### src/rtl/core/lvsp_ram.sv
`timescale 1ns / 1ps

module lvsp_ram #(
  parameter int WIDTH = 8,
  parameter int DEPTH = 16
) (
  input  logic                     clk,
  input  logic                     we,
  input  logic [$clog2(DEPTH)-1:0] waddr,
  input  logic [WIDTH-1:0]         wdata,
  input  logic [$clog2(DEPTH)-1:0] raddr,
  output logic [WIDTH-1:0]         rdata
);

  logic [WIDTH-1:0] mem [DEPTH];

  always_ff @(posedge clk) begin
    if (we) begin
      mem[waddr] <= wdata;
    end
    rdata <= mem[raddr];
  end

endmodule

### config.mk
export PLATFORM = sky130hd
export DESIGN_NAME = lvsp_ram
export DESIGN_NICKNAME = d
export VERILOG_FILES = /design/src/rtl/core/lvsp_ram.sv
export SDC_FILE = /design/constraint.sdc
export NUM_CORES = 1
export LEC_CHECK = 0
export BUFFER_PORTS_ARGS = -buffer_cell sky130_fd_sc_hd__buf_4
export CAP_MARGIN = 20
export CORE_ASPECT_RATIO = 1.4
export CORE_UTILIZATION = 60
export DETAILED_ROUTE_END_ITERATION = 8
export PLACE_DENSITY = 0.86
export SLEW_MARGIN = 5
export SYNTH_ARGS = -nofsm -noshare
export SYNTH_HDL_FRONTEND = slang
export SYNTH_SLANG_ARGS = --single-unit
### constraint.sdc
create_clock -name clk -period 2.2 [get_ports clk]
set_input_delay 0.22 -clock clk [delete_from_list [all_inputs] [get_ports clk]]
set_output_delay 0.22 -clock clk [all_outputs]
set_load 0.05 [all_outputs]
==> run metrics, run 1 <==
Ant. Diodes 0; Remaining DRCs 0; CP max-delay cell mux4_1; post-synthesis cell count 229; Critical path origin mem[2][3]; Antenna Violating Nets Remaining 0; Power Dens Cells 997 nW/um^2; worst path required time 2490 ps; Yosys Warn Count 0; CP top delay family multiplexers; Overflow after GRT 0; share of layout cells above drive strength 1 29.6%; num rows 39; initial DRC count 175; Clock Latency Late Sink 410 ps; CTS resizes 0; TritonCTS buffer count 17; Fin Setup TNS 0 ps; reg-to-reg endpoint rdata[3]; Final Worst Setup Slack 751 ps; Die Area 8960 sq um; GR Util All Layers 25.7%; Worst Tran Pin Value 683 ps; Final setup viols 0; postcts setup bufs 0; period utilization 65.9%; Buf/Inv on CP 0; reg-to-reg startpoint mem[2][3]; H-Tree Depth 4; Clock Root Buffer clkbuf_16; met2 Track Usage GR 39.1%; synthesized net count 247; # IOs 26; Area Growth Syn to Fin 18.9%; clk sinks 136; CTS Hold Bufs 0; Crit path arrival time 1740 ps; clk buf depth 2; CP Launch Type flop; die height 112 um; Final #Nets 299; Synth Register Bits 136; Leak 0.00210 uW; GR met1 Demand/Resource 32.5%; f_max 0.690 GHz; Most Crowded Layer GR met2; maximum VDD drop 0.992 mV; area of the core 8250 sq um; CTS tree built; Yosys top cell by area edfxtp_1; Max Cap Violations 0; Total Wirelength 9940 um; DRT Pass-1 Iters 4; Synth top area share 74.7%; largest net degree at the start of global routing 33; Clock Skew 5.11 ps; Placer Congestion 0.717; Hold Startpoint wdata[1]; top cells by area, synth edfxtp_1 (75%), mux4_2 (7.9%), mux4_1 (7.1%), dfxtp_1 (3.1%), a22oi_1 (2.3%); Max-slew headroom 54.3%; routing usage on met3 7.05%; crit path time final 1450 ps; Hold Violations, Final 0; R2R Setup Slk 750 ps; initial antenna violation count 0; Vias per Instance 6.26; RSZ-0062 raised after global routing no; path category of the worst min-delay check primary input to flop; Setup crit end rdata[3]; IO Port Bufs 25; total number of vias 2480; syn_area_per_cell 22.5 sq um; Starting Density 62.4%; worst r2r path cells 3; Die W 80.3 um; first-pass GRT wire length 15200 um; Layout Utilization 74.2%; Detailed Place HPWL 5990 um; vias in the first global route 2590; outcome completed; CP Class flop to flop; sequential share of the synthesized area 77.8%; Clock Pin Slew Worst Setup and Hold Paths 60 ps; Setup WS pre-CTS 442 ps; CP peak stage delay 580 ps; crit path max fanout 1; Synth cell types 19; WL/cell 25.1 um; Final Slew Violations 0; cell depth of the worst setup path 3; CP Cell Sequence mux4_1, a22oi_1, nand2_1; CP endpoint kind flop; Synth Cell Area 5150 sq um
[cells in the mapped netlist]
library cell / number
mux4_1: 14
or3b_2: 1
nand3b_1: 2
nand3_1: 1
mux4_2: 18
nor2_1: 13
buf_2: 3
and2b_1: 1
nand2_1: 9
nor2b_1: 1
a22oi_1: 16
dfxtp_1: 8
nor3_1: 4
edfxtp_1: 128
buf_4: 1
clkdlybuf4s25_2: 3
and2_1: 1
buf_6: 3
nand2b_1: 2
[sequential cells by signal, summed over array words and instances (netlist names)]
signal / count
mem: 128
rdata: 8
[placed cells by master (no fill, tap or decap), types with 3 or more instances in the layout]
master | synthesis | layout
a22oi_1 | 16 | 16
buf_4 | 1 | 42
bufinv_16 | 0 | 4
clkbuf_1 | 0 | 4
clkbuf_16 | 0 | 17
clkinv_1 | 0 | 3
clkinv_2 | 0 | 3
dfxtp_1 | 8 | 8
edfxtp_1 | 128 | 128
mux4_1 | 14 | 14
mux4_2 | 18 | 18
nand2_1 | 9 | 9
nor2_1 | 13 | 13
nor3_1 | 4 | 4
[worst min-delay path by stage]
| stage | to | slack, ps | cells after the start |
|---|---|---|---|
| after floorplan | mem[0][0] | 320 | 0 |
| after global placement | mem[5][0] | 510 | 1 |
| after detailed placement | mem[9][3] | 530 | 1 |
| after CTS | mem[9][3] | 100 | 1 |
| after global routing | mem[9][3] | 100 | 1 |
| final | mem[1][1] | 120 | 1 |
[worst reg2reg max path, stage by stage (launching register included)]
cell and delay [ps]:
edfxtp_1 420, mux4_1 580, a22oi_1 250, nand2_1 90
[routing by layer]
| layer | vias to the layer above | wire length (um) | share of wire, % |
|---|---|---|---|
| li1 | 1078 | - | - |
| met1 | 1252 | 3820 | 38 |
| met2 | 125 | 5110 | 51 |
| met3 | 25 | 659 | 6.6 |
| met4 | 0 | 342 | 3.4 |
| met5 | - | 0 | 0 |
[kinds of logic after synthesis]
family,synth area share (%)
flops,77.8
compound gates,2.33
simple gates,3.18
buf+inv,1.68
mux,15.0
[per-stage QoR]
step | cells | instance area (sq um) | hold WS [ps] | total power (uW)
6_report | 396 | 6120 | 116 | 6100
5_1_grt | 396 | 6120 | 101 | 6260
4_1_cts | 396 | 6120 | 98.2 | 6140
3_5_place_dp | 364 | 5520 | 531 | 3310
3_3_place_gp | 364 | 5520 | 513 | 3290
2_1_floorplan | 229 | 5150 | 319 | 3170
[cell type report]
| cell class | count | area, sq um |
|---|---|---|
| clock inverter | 11 | 154 |
| tap | 102 | 128 |
| clock buffer | 21 | 440 |
| timing repair buffer | 43 | 335 |
| fill | 444 | 2130 |
| sequential | 136 | 4000 |
| multi-input combinational | 83 | 1060 |
[report_power, final]
part           switching (uW)  internal [uW]
Sequential               20.5           2900
Combinational             206            132
Clock                     969           1880
No activity file was read; power rests on OpenSTA's default activity.
==> run 2, diff against run 1 <==
==> constraint.sdc (replaced) <==
create_clock -name clk -period 1.45 [get_ports clk]
set_input_delay 0.145 -clock clk [delete_from_list [all_inputs] [get_ports clk]]
set_output_delay 0.145 -clock clk [all_outputs]
set_load 0.05 [all_outputs]
==> run 2 against run 1 <==
  * Clock-buffer cell count rose by 2
  * Sequential power increased by 52%
  * Sequential share of layout area decreased by 0.82 points
  * Worst setup slack got worse by 700 ps
  * Die area did not move
  * Total power up 48%
  * Cell count is 2.8% higher
  * Clock power increased by 42%
==> run metrics, run 2 (synthesis gave the netlist of run 1 again) <==
outcome completed; Leak 0.00215 uW; H-Tree Depth 4; Max Cap Violations 0; Remaining DRCs 0; num rows 39; CP Launch Type flop; initial DRC count 260; clk buf depth 2; worst path required time 1750 ps; Reg with most FFs mem; Placer Congestion 0.768; CTS tree built; maximum VDD drop 1.53 mV; die height 112 um; Detailed Place HPWL 6720 um; Hold Violations, Final 0; Die W 80.3 um; Max-slew headroom 47.9%; CP peak stage delay 530 ps; clock network fraction of total power 44.9%; GR Util All Layers 26.7%; f_max 0.716 GHz; CTS Hold Bufs 0; crit path max fanout 1; total number of vias 2595; Cell Count, Final, Fillers Out 407; Reg power frac 49.1%; WL/cell 25.0 um; CP Cell Sequence mux4_1, a22oi_1, nand2_1; Setup WS pre-CTS -89.3 ps; CP top delay family multiplexers; top flop regs mem: 128 flops, rdata: 8 flops; Clock Latency Late Sink 420 ps; vias in the first global route 2660; Final Power 9030 uW; path category of the worst min-delay check primary input to flop; Clock Root Buffer clkbuf_16; Area Growth Syn to Fin 20.4%; CP endpoint kind flop; commonest cells after routing, fill and taps aside edfxtp_1 (128), buf_4 (52), mux4_2 (18), clkbuf_16 (17), a22oi_1 (15); Final Slew Violations 0; area of the core 8250 sq um; Final #Nets 310; crit path time final 1400 ps; CP max-delay cell mux4_1; Final Worst Setup Slack 52.5 ps; # IOs 26; initial antenna violation count 0; Clock Skew 4.78 ps; Crit path arrival time 1700 ps; largest net degree at the start of global routing 20; share of layout cells above drive strength 1 33.4%; Placed Cells 375; DRT Pass-1 Iters 5; Die Area 8960 sq um; Vias per Instance 6.38; period utilization 96.4%; Overflow after GRT 0; Buf/Inv on CP 0; Starting Density 62.4%; IO Port Bufs 25; proportion of power drawn by combinational gates 6.0%; CP Class flop to flop; Power Dens Cells 1460 nW/um^2; Total Wirelength 10200 um; Antenna Violating Nets Remaining 0; RSZ-0062 raised after global routing no; Ant. Diodes 0; clk sinks 136; first-pass GRT wire length 15700 um; Worst Tran Pin Value 779 ps; TritonCTS buffer count 17; number of flip-flops in the largest register 128; Clock Pin Slew Worst Setup and Hold Paths 50 ps; Psw 1810 uW; Switching Share 20.1%; Final setup viols 0; cell-internal power 7210 uW; commonest non-fill, non-tap cell in the layout edfxtp_1
run 2: power by group through the flow:
stage | clock [uW] | sequential (uW) | combinational (uW)
after global placement | 0 | 4500 | 521
after detailed placement | 0 | 4510 | 536
after global routing | 4260 | 4430 | 575
after floorplan | 0 | 4590 | 223
after CTS | 4110 | 4430 | 542
final | 4060 | 4430 | 540
run 2: cell type report:
type	instances	area (sq um)
Multi-Input combinational cell	83	1070
Timing Repair Buffer	54	430
Clock buffer	23	468
Sequential cell	136	4000
Tap cell	102	128
Fill cell	434	2050
Clock inverter	9	98.8
run 2: path summary, 6_finish.rpt:
| check | from | end | slack (ps) | cells past startpoint |
|---|---|---|---|---|
| max | mem[0][0] | rdata[0] | 50 | 3 |
| min | wdata[5] | mem[12][5] | 20 | 1 |
| max reg2reg | mem[0][0] | rdata[0] | 50 | 3 |
| min reg2reg | mem[14][4] | rdata[4] | 670 | 3 |
run 2: repair_timing:
| action | in CTS | in global routing |
|---|---|---|
| resized for setup | 0 | 1 |
| endpoints found under the setup margin | 0 | 1 |
| endpoints found under the hold margin | 0 | 0 |
| setup buffers | 0 | 0 |
run 2: layer usage:
layer  wire length, um  up-vias  GRT usage (%)
li1                  -     1103              -
met1              3880     1317           34.3
met2              5220      143           41.4
met3               686       32           6.48
met4               401        0           16.1
met5                 0        -              0
run 2: stage by stage:
step	util, %	TNS (ps)	hold WS [ps]	area [sq um]
3_5_place_dp	68.2	-345	452	5620
6_report	75.1	0	22.1	6200
4_1_cts	75.1	0	10.9	6190
2_1_floorplan	-	0	244	5150
3_3_place_gp	68.2	-73.0	440	5620
5_1_grt	75.1	0	35.9	6200
run 2: worst reg2reg max path, cell delays in order (launching register included):
cell,delay (ps)
edfxtp_1,400
mux4_1,530
a22oi_1,270
nand2_1,90
